**src/rtl/gjd_pkg.sv**
```systemverilog
// ----------------------------------------------------------------------------
// gjd_pkg
// Shared types and constants for the Gregorian / Julian day number converter.
// ----------------------------------------------------------------------------
`default_nettype none

package gjd_pkg;

  // Number of register stages from input transfer to output register
  localparam int NumStages = 12;

  // Per-stage pipeline control: load enables and occupancy
  typedef struct packed {
    logic [NumStages-1:0] load;
    logic [NumStages-1:0] valid;
  } pipe_ctrl_t;

  // floor(3059 * k / 100): days before a month in the March-based year
  function automatic logic [8:0] month_term(input logic [3:0] k);
    logic [8:0] r;
    case (k)
      4'd0:    r = 9'd0;
      4'd1:    r = 9'd30;
      4'd2:    r = 9'd61;
      4'd3:    r = 9'd91;
      4'd4:    r = 9'd122;
      4'd5:    r = 9'd152;
      4'd6:    r = 9'd183;
      4'd7:    r = 9'd214;
      4'd8:    r = 9'd244;
      4'd9:    r = 9'd275;
      4'd10:   r = 9'd305;
      4'd11:   r = 9'd336;
      4'd12:   r = 9'd367;
      4'd13:   r = 9'd397;
      4'd14:   r = 9'd428;
      4'd15:   r = 9'd458;
      default: r = 9'd0;
    endcase
    return r;
  endfunction

endpackage

`default_nettype wire

```
**src/rtl/gjd_pipe_ctrl.sv**
```systemverilog
// ----------------------------------------------------------------------------
// gjd_pipe_ctrl
// Valid/ready control for the converter pipeline; empty stages collapse so a
// new item enters while a finished result waits at the output.
// ----------------------------------------------------------------------------
`default_nettype none

module gjd_pipe_ctrl import gjd_pkg::*; (
  input  wire logic       clk_i,
  input  wire logic       rst_ni,
  input  wire logic       in_valid_i,
  input  wire logic       out_ready_i,
  output logic            in_ready_o,
  output pipe_ctrl_t      ctrl_o
);

  logic [NumStages-1:0] valid_q;
  logic [NumStages-1:0] ready;

  // A stage may load when downstream takes a result or this stage or any later stage is empty
  always_comb begin
    logic [NumStages-1:0] empty;
    empty = ~valid_q;
    for (int k = 0; k < NumStages; k++) begin
      ready[k] = out_ready_i || ((empty >> k) != '0);
    end
  end

  // Occupancy moves one stage per load
  always_ff @(posedge clk_i or negedge rst_ni) begin
    if (!rst_ni) begin
      valid_q <= '0;
    end else begin
      for (int k = 0; k < NumStages; k++) begin
        if (ready[k]) begin
          if (k == 0) begin
            valid_q[k] <= in_valid_i;
          end else begin
            valid_q[k] <= valid_q[k-1];
          end
        end
      end
    end
  end

  assign in_ready_o   = ready[0];
  assign ctrl_o.load  = ready;
  assign ctrl_o.valid = valid_q;

endmodule

`default_nettype wire

```
**src/rtl/gregorian_julian_day_converter_core.sv**
```systemverilog
// ----------------------------------------------------------------------------
// gregorian_julian_day_converter_core
// Gregorian date and time <-> Julian day number and seconds of day.
// ----------------------------------------------------------------------------
// The block takes one item per clock cycle unless every stage is full and the
// output side stalls, and returns one result per item, in order, through the
// twelve-stage pipeline: the day-number to date path runs two constant
// divisions by 146097 (each a reciprocal multiply, a multiply-back and a
// correction in successive stages) followed by the month search and the
// February leap clamp, and the seconds split runs two divisions of the same
// form, by 3600 and by 60, in parallel. Stalls on the output side are absorbed
// by empty stages, so input transfers continue until every stage holds an
// item. No state is kept between items; there is no start-up sweep after reset.
// Opcode 0 results carry zeros in the date fields, opcode 1 results carry
// zeros in the day number and seconds-of-day fields.
// ----------------------------------------------------------------------------
`default_nettype none

module gregorian_julian_day_converter_core import gjd_pkg::*; (
  input  wire logic        clk_i,
  input  wire logic        rst_ni,
  // Input stream
  input  wire logic        s_axis_tvalid_i,
  output logic             s_axis_tready_o,
  // tdata: year[13:0], month[17:14], day[22:18], hour[27:23], minute[33:28],
  //        second[39:34], day_number[62:40], second_of_day[79:63]
  input  wire logic [79:0] s_axis_tdata_i,
  // tuser: opcode[0]
  input  wire logic        s_axis_tuser_i,
  // Output stream
  output logic             m_axis_tvalid_o,
  input  wire logic        m_axis_tready_i,
  // tdata: out_day_number[22:0], out_second_of_day[39:23], out_year[53:40],
  //        out_month[57:54], out_day[62:58], out_hour[67:63],
  //        out_minute[73:68], out_second[79:74]
  output logic [79:0]      m_axis_tdata_o
);

  localparam int Last = NumStages - 1;

  localparam logic [16:0] SecPerDay  = 17'd86400;
  localparam logic [17:0] Period400  = 18'd146097;

  // Fields carried through the stages; each stage fills in its part
  typedef struct packed {
    logic        op;
    // date to day number
    logic        yneg;
    logic [13:0] y0;
    logic [3:0]  mo0;
    logic [4:0]  dday;
    logic [16:0] tod;
    logic [7:0]  q100;
    logic [22:0] jd;
    // day number to date
    logic [23:0] a;
    logic [16:0] sod;
    logic [7:0]  qb;
    logic [18:0] rb;
    logic [7:0]  b;
    logic [15:0] c;
    logic [23:0] x;
    logic [6:0]  qd;
    logic [18:0] rd;
    logic [6:0]  d;
    logic [8:0]  e;
    logic [3:0]  f;
    logic [13:0] yr;
    logic [6:0]  t;
    logic [3:0]  mo;
    logic [4:0]  dd;
    // time of day split
    logic [4:0]  hour;
    logic [12:0] rh;
    logic [11:0] rem;
    logic [5:0]  qm;
    logic [6:0]  rm;
    logic [5:0]  minute;
    logic [5:0]  second;
  } stage_t;

  pipe_ctrl_t ctrl;
  stage_t     st_d [NumStages];
  stage_t     st_q [NumStages];

  gjd_pipe_ctrl u_ctrl (
    .clk_i       (clk_i),
    .rst_ni      (rst_ni),
    .in_valid_i  (s_axis_tvalid_i),
    .out_ready_i (m_axis_tready_i),
    .in_ready_o  (s_axis_tready_o),
    .ctrl_o      (ctrl)
  );

  // Stage 0: unpack, March-based year shift, seconds sum, day carry on input
  always_comb begin : s0_comb
    logic [13:0] in_year;
    logic [3:0]  in_month;
    logic [16:0] in_sod;
    logic        lo;
    logic        sod_hi;
    in_year  = s_axis_tdata_i[13:0];
    in_month = s_axis_tdata_i[17:14];
    in_sod   = s_axis_tdata_i[79:63];
    lo       = in_month < 4'd3;
    sod_hi   = in_sod >= SecPerDay;
    st_d[0]      = '0;
    st_d[0].op   = s_axis_tuser_i;
    st_d[0].yneg = lo && (in_year == '0);
    st_d[0].y0   = lo ? in_year - 14'd1 : in_year;
    st_d[0].mo0  = lo ? in_month + 4'd12 : in_month;
    st_d[0].dday = s_axis_tdata_i[22:18];
    st_d[0].tod  = 17'(s_axis_tdata_i[27:23]) * 17'd3600
                 + 17'(s_axis_tdata_i[33:28]) * 17'd60
                 + 17'(s_axis_tdata_i[39:34]);
    st_d[0].sod  = sod_hi ? in_sod - SecPerDay : in_sod;
    st_d[0].a    = 24'(s_axis_tdata_i[62:40]) + 24'd68570 + 24'(sod_hi);
  end

  // Stage 1: year terms, century estimate, 400-year and hour estimates, seconds carry
  always_comb begin : s1_comb
    logic [26:0] prod100;
    logic [32:0] prodb;
    logic [22:0] prodh;
    logic [22:0] yterm;
    logic        tod_hi;
    prod100 = 27'(st_q[0].y0) * 27'd5243;
    prodb   = 33'(st_q[0].a) * 33'd459;
    prodh   = 23'(st_q[0].sod) * 23'd36;
    tod_hi  = st_q[0].tod >= SecPerDay;
    // year zero in Jan/Feb: truncation toward zero gives -365 and no centuries
    yterm   = st_q[0].yneg ? (23'd0 - 23'd365)
                           : 23'(st_q[0].y0) * 23'd365 + 23'(st_q[0].y0[13:2]);
    st_d[1]      = st_q[0];
    st_d[1].q100 = st_q[0].yneg ? 8'd0 : prod100[26:19];
    st_d[1].tod  = tod_hi ? st_q[0].tod - SecPerDay : st_q[0].tod;
    st_d[1].jd   = yterm + 23'(month_term(st_q[0].mo0 - 4'd2)) + 23'd1721088
                 + 23'(st_q[0].dday) + 23'(tod_hi);
    st_d[1].qb   = prodb[31:24];
    st_d[1].hour = prodh[21:17];
  end

  // Stage 2: century correction; remainders of the first estimates
  always_comb begin : s2_comb
    logic [25:0] diffb;
    logic [16:0] diffh;
    diffb = {st_q[1].a, 2'b00} - 26'(st_q[1].qb) * 26'(Period400);
    diffh = st_q[1].sod - 17'(st_q[1].hour) * 17'd3600;
    st_d[2]    = st_q[1];
    st_d[2].jd = st_q[1].jd + 23'(st_q[1].q100[7:2]) - 23'(st_q[1].q100);
    st_d[2].rb = diffb[18:0];
    st_d[2].rh = diffh[12:0];
  end

  // Stage 3: fix up 400-year count and hour; day within the 400-year period
  always_comb begin : s3_comb
    logic        gb;
    logic        gh;
    logic [18:0] rr;
    logic [12:0] rh;
    gb = st_q[2].rb >= 19'(Period400);
    gh = st_q[2].rh >= 13'd3600;
    rr = gb ? st_q[2].rb - 19'(Period400) : st_q[2].rb;
    rh = gh ? st_q[2].rh - 13'd3600 : st_q[2].rh;
    st_d[3]      = st_q[2];
    st_d[3].b    = st_q[2].qb + 8'(gb);
    st_d[3].c    = rr[17:2];
    st_d[3].hour = st_q[2].hour + 5'(gh);
    st_d[3].rem  = rh[11:0];
  end

  // Stage 4: scale day for the year count; minute estimate
  always_comb begin : s4_comb
    logic [18:0] prodm;
    prodm = 19'(st_q[3].rem) * 19'd68;
    st_d[4]    = st_q[3];
    st_d[4].x  = (24'(st_q[3].c) + 24'd1) * 24'd400;
    st_d[4].qm = prodm[17:12];
  end

  // Stage 5: year-in-period estimate; minute remainder
  always_comb begin : s5_comb
    logic [30:0] prodd;
    logic [11:0] diffm;
    prodd = 31'(st_q[4].x) * 31'd114;
    diffm = st_q[4].rem - 12'(st_q[4].qm) * 12'd60;
    st_d[5]    = st_q[4];
    st_d[5].qd = prodd[30:24];
    st_d[5].rm = diffm[6:0];
  end

  // Stage 6: year remainder; minute and second fix-up
  always_comb begin : s6_comb
    logic [23:0] diffd;
    logic        gm;
    logic [6:0]  rm;
    diffd = st_q[5].x - 24'(st_q[5].qd) * 24'(Period400);
    gm    = st_q[5].rm >= 7'd60;
    rm    = gm ? st_q[5].rm - 7'd60 : st_q[5].rm;
    st_d[6]        = st_q[5];
    st_d[6].rd     = diffd[18:0];
    st_d[6].minute = st_q[5].qm + 6'(gm);
    st_d[6].second = rm[5:0];
  end

  // Stage 7: year-in-period correction
  always_comb begin : s7_comb
    st_d[7]   = st_q[6];
    st_d[7].d = st_q[6].qd + 7'(st_q[6].rd >= 19'(Period400));
  end

  // Stage 8: day within the March-based year, offset by 31
  always_comb begin : s8_comb
    logic [16:0] ediff;
    ediff = 17'(st_q[7].c) + 17'd31 - 17'(st_q[7].d) * 17'd365
          - 17'(st_q[7].d[6:2]);
    st_d[8]   = st_q[7];
    st_d[8].e = ediff[8:0];
  end

  // Stage 9: month index by threshold compare; century part of the year
  always_comb begin : s9_comb
    logic [12:0] th;
    for (int k = 1; k <= 13; k++) begin
      th[k-1] = st_q[8].e > month_term(4'(k));
    end
    st_d[9]    = st_q[8];
    st_d[9].f  = 4'($countones(th));
    st_d[9].yr = 14'(st_q[8].b) * 14'd100 - 14'd4900;
  end

  // Stage 10: month, day of month, year with Jan/Feb roll-over
  always_comb begin : s10_comb
    logic       g;
    logic [8:0] ddiff;
    g     = st_q[9].f >= 4'd11;
    ddiff = st_q[9].e - month_term(st_q[9].f);
    st_d[10]    = st_q[9];
    st_d[10].mo = st_q[9].f - (g ? 4'd12 : 4'd0) + 4'd2;
    st_d[10].dd = ddiff[4:0];
    st_d[10].t  = st_q[9].d + 7'(g);
    st_d[10].yr = st_q[9].yr + 14'(st_q[9].d) + 14'(g);
  end

  // Stage 11: leap test on the full year value and February clamp
  always_comb begin : s11_comb
    logic       hi;
    logic [6:0] tp;
    logic [1:0] cent4;
    logic       leap;
    // year = 100 * (b - 49 + hi) + tp with tp below 100
    hi    = st_q[10].t >= 7'd100;
    tp    = hi ? st_q[10].t - 7'd100 : st_q[10].t;
    cent4 = st_q[10].b[1:0] + 2'd3 + 2'(hi);
    leap  = (tp != '0) ? (tp[1:0] == 2'd0) : (cent4 == 2'd0);
    st_d[11] = st_q[10];
    if (st_q[10].mo == 4'd2 && st_q[10].dd > 5'd28) begin
      st_d[11].dd = leap ? 5'd29 : 5'd28;
    end
  end

  // Stage registers load whenever the stage may advance
  always_ff @(posedge clk_i) begin
    for (int k = 0; k < NumStages; k++) begin
      if (ctrl.load[k]) begin
        st_q[k] <= st_d[k];
      end
    end
  end

  // Output packing; fields of the other opcode read as zero
  assign m_axis_tvalid_o        = ctrl.valid[Last];
  assign m_axis_tdata_o[22:0]   = st_q[Last].op ? 23'd0 : st_q[Last].jd;
  assign m_axis_tdata_o[39:23]  = st_q[Last].op ? 17'd0 : st_q[Last].tod;
  assign m_axis_tdata_o[53:40]  = st_q[Last].op ? st_q[Last].yr : 14'd0;
  assign m_axis_tdata_o[57:54]  = st_q[Last].op ? st_q[Last].mo : 4'd0;
  assign m_axis_tdata_o[62:58]  = st_q[Last].op ? st_q[Last].dd : 5'd0;
  assign m_axis_tdata_o[67:63]  = st_q[Last].op ? st_q[Last].hour : 5'd0;
  assign m_axis_tdata_o[73:68]  = st_q[Last].op ? st_q[Last].minute : 6'd0;
  assign m_axis_tdata_o[79:74]  = st_q[Last].op ? st_q[Last].second : 6'd0;

  // Input back-pressure only when every stage is full and the output stalls
  a_ready_full: assert property (@(posedge clk_i) disable iff (!rst_ni)
    !s_axis_tready_o |-> ((&ctrl.valid) && !m_axis_tready_i))
    else $error("input stalled with a free pipeline stage");

  // Month search lands in a real month
  a_month_range: assert property (@(posedge clk_i) disable iff (!rst_ni)
    (ctrl.valid[Last] && st_q[Last].op) |->
      (st_q[Last].mo >= 4'd1 && st_q[Last].mo <= 4'd12))
    else $error("computed month out of range");

  // February clamp applied
  a_feb_clamp: assert property (@(posedge clk_i) disable iff (!rst_ni)
    (ctrl.valid[Last] && st_q[Last].op && st_q[Last].mo == 4'd2) |->
      (st_q[Last].dd <= 5'd29))
    else $error("February day above 29");

  // Seconds of day reduced below one day after the carry stage
  a_tod_reduced: assert property (@(posedge clk_i) disable iff (!rst_ni)
    (ctrl.valid[1] && !st_q[1].op) |-> (st_q[1].tod < SecPerDay))
    else $error("seconds of day not reduced");

endmodule

`default_nettype wire
```
**config.mk**
```make
export PLATFORM = sky130hd
export DESIGN_NAME = gregorian_julian_day_converter_core
export DESIGN_NICKNAME = d
export VERILOG_FILES = /design/src/rtl/gjd_pkg.sv /design/src/rtl/gjd_pipe_ctrl.sv /design/src/rtl/gregorian_julian_day_converter_core.sv
export SDC_FILE = /design/constraint.sdc
export NUM_CORES = 2
export LEC_CHECK = 0
export BUFFER_PORTS_ARGS = -buffer_cell sky130_fd_sc_hd__buf_2
export CAP_MARGIN = 25
export CORE_UTILIZATION = 46
export CTS_CLUSTER_DIAMETER = 50
export DETAILED_ROUTE_END_ITERATION = 10
export GPL_TIMING_DRIVEN = 0
export PLACE_DENSITY_LB_ADDON = 0.15
export SLEW_MARGIN = 30
export SYNTH_ARGS = -nofsm -noshare
export SYNTH_HDL_FRONTEND = slang
export SYNTH_MEMORY_MAX_BITS = 65536
export SYNTH_SLANG_ARGS = --single-unit
```
**constraint.sdc**
```tcl
create_clock -name clk_i -period 18.03 [get_ports clk_i]
set_clock_uncertainty 0.15 [all_clocks]
set_input_delay 0 -clock clk_i [delete_from_list [all_inputs] [get_ports clk_i]]
set_output_delay 0 -clock clk_i [all_outputs]
set_load 0.05 [all_outputs]
```
# Word-level counts from Yosys, hierarchy flattened
# Memory sizes are Yosys's and may differ from the RTL's.
# Index checks and enable logic that the tools add are counted.
[word_totals]
register_bits = 12
ram_bits = 3840
romBits = 288
inputBits = 85
wordCells = 183
mem_count = 3
[op_classes]
addsub = 53
mul = 15
magnitude_cmp = 23
n_eq_ne = 1
mux = 46
bitwise = 1
n_reduce_logical = 29
[memory_table]
columns = ["name", "depth", "word_bits", "read_ports", "rd_clocked_by_memory_dff", "write_ports", "line_no", "text"]
rows = [
  ["st_q", 12, 320, 12, 0, 12, "gregorian_julian_day_converter_core.sv:84", "stage_t st_q [NumStages];"],
  ["(name not given)", 16, 9, 1, 0, 0, "gjd_pkg.sv:21", "case (k)"],
  ["(name not given)", 16, 9, 1, 0, 0, "gjd_pkg.sv:21", ""],
]
[op_table]
columns = ["op", "n"]
rows = [
  ["12-bit nonzero test", 11],
  ["17-bit two-way mux", 3],
  ["23-bit two-way mux", 2],
  ["9-bit greater-than comparator, second input constant", 5],
  ["19-bit by 18-bit greater-or-equal comparator with 1-bit output, second input constant", 2],
  ["19-bit subtractor", 2],
  ["9-bit by 8-bit greater-than comparator with 1-bit output, second input constant", 4],
  ["17-bit greater-or-equal comparator, second input constant", 2],
  ["17-bit subtractor, second input constant", 2],
  ["24-bit by 9-bit multiplier with 32-bit output, second input constant", 1],
  ["24-bit by 6-bit multiplier with 30-bit output, second input constant", 1],
  ["14-bit two-way mux", 2],
  ["14-bit by 13-bit multiplier with 27-bit output, second input constant", 1],
  ["1-bit two-way mux", 26],
  ["23-bit by 17-bit adder with 24-bit output, second input constant", 1],
  ["24-bit by 1-bit adder with 24-bit output", 1],
  ["23-bit by 1-bit adder with 23-bit output", 1],
  ["23-bit by 12-bit adder with 23-bit output", 1],
  ["23-bit by 21-bit adder with 23-bit output, second input constant", 1],
  ["23-bit by 5-bit adder with 23-bit output", 1],
  ["23-bit by 6-bit adder with 23-bit output", 1],
  ["23-bit by 9-bit adder with 23-bit output", 1],
  ["14-bit by 9-bit multiplier with 23-bit output, second input constant", 1],
  ["23-bit by 8-bit subtractor with 23-bit output", 1],
  ["other kinds (66)", 94],
]

# Depth between registers and ports, before layout
# An unclocked memory read counts as a cell.
[depth]
ltp_word = 8
mapped_depth = 28

# Modules after synthesis
# From an unflattened synthesis, not the netlist that was laid out.
[hier_totals]
cells_unflattened = 4374
area_unflattened_um2 = 60920.9
[modules_own_cells]
columns = ["module", "instances", "cells_per_inst", "area_per_inst_um2", "seq_area_each_um2"]
rows = [
  ["gregorian_julian_day_converter_core", 1, 4329, 60390.4, 31770.5],
  ["gjd_pipe_ctrl", 1, 45, 530.5, 300.3],
]

# Worst setup path before layout
# OpenSTA, ideal clock, no wires.
[synth_timing]
path_kind = "reg-to-reg"
start = "reg u_ctrl.valid_q[11]"
end = "mem st_q[0][206] in the netlist's numbering (enable)"
setup_time_ns = 1.176
arrival_ns = 11.936
required_time_ns = 16.704
slack_ns = 4.769
stages_incl_launch_ff = 9
period_less_slack_ns = 13.261
cell_sequence = "dfrtp_1 > nor2b_1 > nand3_1 > nor2_1 > nand3_1 > nor2_1 > nand3_1 > inv_1 > nand3_1"
[synth_rtl]
columns = ["element", "line_no", "text"]
rows = [
  ["start: declaration", "gjd_pipe_ctrl.sv:17", "logic [NumStages-1:0] valid_q;"],
  ["start signal: indexed assignment", "gjd_pipe_ctrl.sv:37", "valid_q[k] <= in_valid_i;"],
  ["start signal: indexed assignment", "gjd_pipe_ctrl.sv:39", "valid_q[k] <= valid_q[k-1];"],
  ["end: declaration", "gregorian_julian_day_converter_core.sv:84", ""],
]

==> flow_metrics.env <==
export IMPL_avgRoutedWirePerCell_um=15.6
export IMPL_most_area_consuming_cells_after_synthesis="edfxtp_1 (52%), ha_1 (14%), fa_1 (12%)"
export IMPL_holdPathStages=6
export IMPL_dpl_instance_area_um2=64700
export IMPL_holdWs_ns=0.0637
export IMPL_initialDrtViolationCount=1432
export IMPL_global_route_overflow_total=0
export IMPL_place_port_buffers=166
export IMPL_post_dp_hpwl_um=80100
export IMPL_start_util=0.464
export IMPL_crit_arrival_ns=7.54
export IMPL_pin_count_of_the_biggest_net_entering_global_routing=67
export IMPL_timing_max_transition_violations_final=0
export IMPL_synth_nets=5574
export IMPL_critical_path_slowest_cell="xor2_1"
export IMPL_clkSlewWorstSetupHoldPaths_ns=0.05
export IMPL_detailedRoute_firstPassIterationCount=5
export IMPL_timing_reg2reg_setup_slack_ns=10.80
export IMPL_gpl_final_weighted_congestion=0.827
export IMPL_vias_in_the_first_global_route=34700
export IMPL_floorplan_core_area_um2=132000
export IMPL_final_cell_area_um2=70900
export IMPL_rsz0062_at_grt="false"
export IMPL_netlist_area_before_placement_um2=61100
export IMPL_run_status="finished, final reports clean"
export IMPL_crit_path_cell_trace="ha_1, xor2_1, ha_1, fa_1, fa_1, inv_1, fa_1, inv_1, ha_1, nand3_1, nor3_1, o21ai_0, a31o_2, a21oi_1, a21o_1, a21oi_1, xnor2_1, or2_2, ha_1, nor2b_1, a32oi_1, o211ai_1, xor2_1"
export IMPL_dieHeight_um=366
export IMPL_ys_ff_latch=1070
export IMPL_timing_critical_path_slowest_cell_delay_ns=0.69
export IMPL_fin_nets=6093
export IMPL_syn_mean_instance_area_um2=13.8
export IMPL_die_w_um=366
export IMPL_synth_yosys_seq_area_share=0.525
export IMPL_boundaryPins=167
export IMPL_viasPerCell=4.87
export IMPL_h_tree_depth_reported_by_cts=4
export IMPL_clock_tree_root_cell="clkbuf_16"
export IMPL_layout_common_cells="edfxtp_1 (1058), ha_1 (703), inv_1 (678), fa_1 (368), xnor2_1 (229)"
export IMPL_grtUsageTotal=0.164
export IMPL_placement_row_count=133
export IMPL_final_antenna_net_count=0
export IMPL_layout_area_overhead_vs_synth_pct=16.1
export IMPL_clock_sinks=1070
export IMPL_yosysTopAreaCellShare=0.520
export IMPL_post_route_drc_count=0
export IMPL_drt_wl_total_um=106000
export IMPL_yosysWarnings=0
export IMPL_die_area_um2=134000
export IMPL_clk_path_buf_depth=3
export IMPL_setup_total_negative_slack_ns=0
export IMPL_report_final_hold_viol_count=0
export IMPL_clock_fmax_mhz=138
export IMPL_worstReg2RegEnd="st_q[0][589]"
export IMPL_synth_top_area_cell="edfxtp_1"
export IMPL_tritoncts="done"
export IMPL_hp_start="s_axis_tdata_i[39]"
export IMPL_fill_cells=10900
export IMPL_worstSetupPathType="flip-flop to flip-flop"
export IMPL_num_antenna_cells=0
export IMPL_regToRegStartpoint="st_q[0][307]"
export IMPL_leading_cell_type_in_the_layout_fill_and_taps_excluded="edfxtp_1"
export IMPL_transition_time_of_the_tightest_slew_check_pin_ns=0.830
export IMPL_worst_slew_margin_rel=0.445
export IMPL_cp_required_ns=18.34
export IMPL_grt_first_pass_wirelength_um=177000
export IMPL_setup_worst_path_end_class="flip-flop"
export IMPL_timing_final_crit_share=0.401
export IMPL_critical_path_peak_fanout=6
export IMPL_max_cap_violations=0
export IMPL_worstRegToRegCells=23
export IMPL_layout_setup_ws_ns=10.80
export IMPL_detailedPlace_worstSlack_ns=10.77
export IMPL_post_synth_num_cell_types=81
export IMPL_grt_antenna_before_repair=1
export IMPL_cts_buffers=132
export IMPL_cpMostUsedCell="ha_1"
export IMPL_drive_gt1_frac=0.0897
export IMPL_ys_async_sr_fraction=0.0112
export IMPL_worst_setup_start_kind="flip-flop"
export IMPL_holdCritPathClass="input pin to flip-flop"
export IMPL_timing_hold_worst_endpoint="st_q[0][284]"
export IMPL_number_of_enable_type_register_cells_in_the_synthesized_netlist=1058
export IMPL_dominantRegCellSynth="edfxtp_1"
export IMPL_setup_viol_count_final=0
export IMPL_post_cts_setup_buffer_count=0
export IMPL_routed_via_count=33100
export IMPL_clk_latency_ns=0.76
export IMPL_period_minus_slack_ns=7.23
export IMPL_netlist_instances=4418
-- flip-flops by register name (all words and copies together), names as in the netlist --
signal / flops
st_q: 1058
u_ctrl.valid_q: 12
-- Yosys cell counts, types with 17 or more instances --
cell      number
and2_1        55
a21oi_1      140
clkbuf_1      31
nor4_1        21
nor2_1       139
nand2_1      130
a211oi_1      17
edfxtp_1    1058
nor2b_1       75
a21o_1        70
nor3_1        46
xor2_1       108
nand4_1       17
or3_1         18
and3_1        36
nand3_1       66
xnor2_1      229
fa_1         368
ha_1         703
nand2b_1      42
o21ai_0      100
inv_1        681
o21bai_1      32
o21a_1        36
-- worst max path at each step --
stage / depth (start not counted) / startpoint / to
after floorplan: 8 / u_ctrl.valid_q[11] / st_q[0][206]
final: 23 / st_q[0][307] / st_q[0][589]
after CTS: 23 / st_q[0][305] / st_q[0][589]
after global placement: 8 / u_ctrl.valid_q[11] / st_q[0][246]
after global routing: 28 / st_q[0][310] / st_q[0][589]
after detailed placement: 23 / st_q[0][305] / st_q[0][589]
-- critical path, delay by kind of cell, from the launching register on --
| kind | cells | cell delay, ns |
|---|---|---|
| XOR/XNOR | 3 | 0.99 |
| AO/OA/AOI/OAI | 7 | 1.28 |
| buffers and inverters | 2 | 0.09 |
| flip-flops | 1 | 0.55 |
| adder cells (fa/ha/maj) | 7 | 3.07 |
| AND/OR/NAND/NOR | 4 | 0.80 |
-- kinds of logic after synthesis --
group	Yosys count	share of synthesized area
buffers and inverters	714	0.0439
AOI/OAI and AO/OA	520	0.0569
adders and majority gates	1071	0.265
muxes	12	0.00211
and+or+nand+nor	694	0.0590
xor gates and xnor gates	337	0.0483
DFF	1070	0.525
-- through the flow --
step	instances	util
CTS	6792	0.539
floorplan	4418	-
detailed placement	6365	0.491
global route	6792	0.539
global placement	6339	0.487
finish	6792	0.539
-- per-layer routing --
layer,routed length (um),track usage
met3,2710,0.0252
met1,48000,0.210
met4,2380,0.0495
met5,0,0
met2,52700,0.287
-- area by class of cell --
cell class,instances,area (um^2),area share
Buffer,32,121,0.00171
Clock buffer,154,3470,0.0489
Clock inverter,80,853,0.0120
Inverter,682,2580,0.0363
Multi-Input combinational cell,2634,26400,0.372
Sequential cell,1070,32100,0.452
Tap cell,1755,2200,0.0310
Timing Repair Buffer,385,3250,0.0458
-- timing repair --
action / CTS / global route
gates resized for setup: 0 / 0
hold endpoints to repair: 162 / 0
hold buffers: 193 / 0
Power is not shown: default switching activity piles up to over one toggle a cycle in this logic, so the estimate is an artifact.
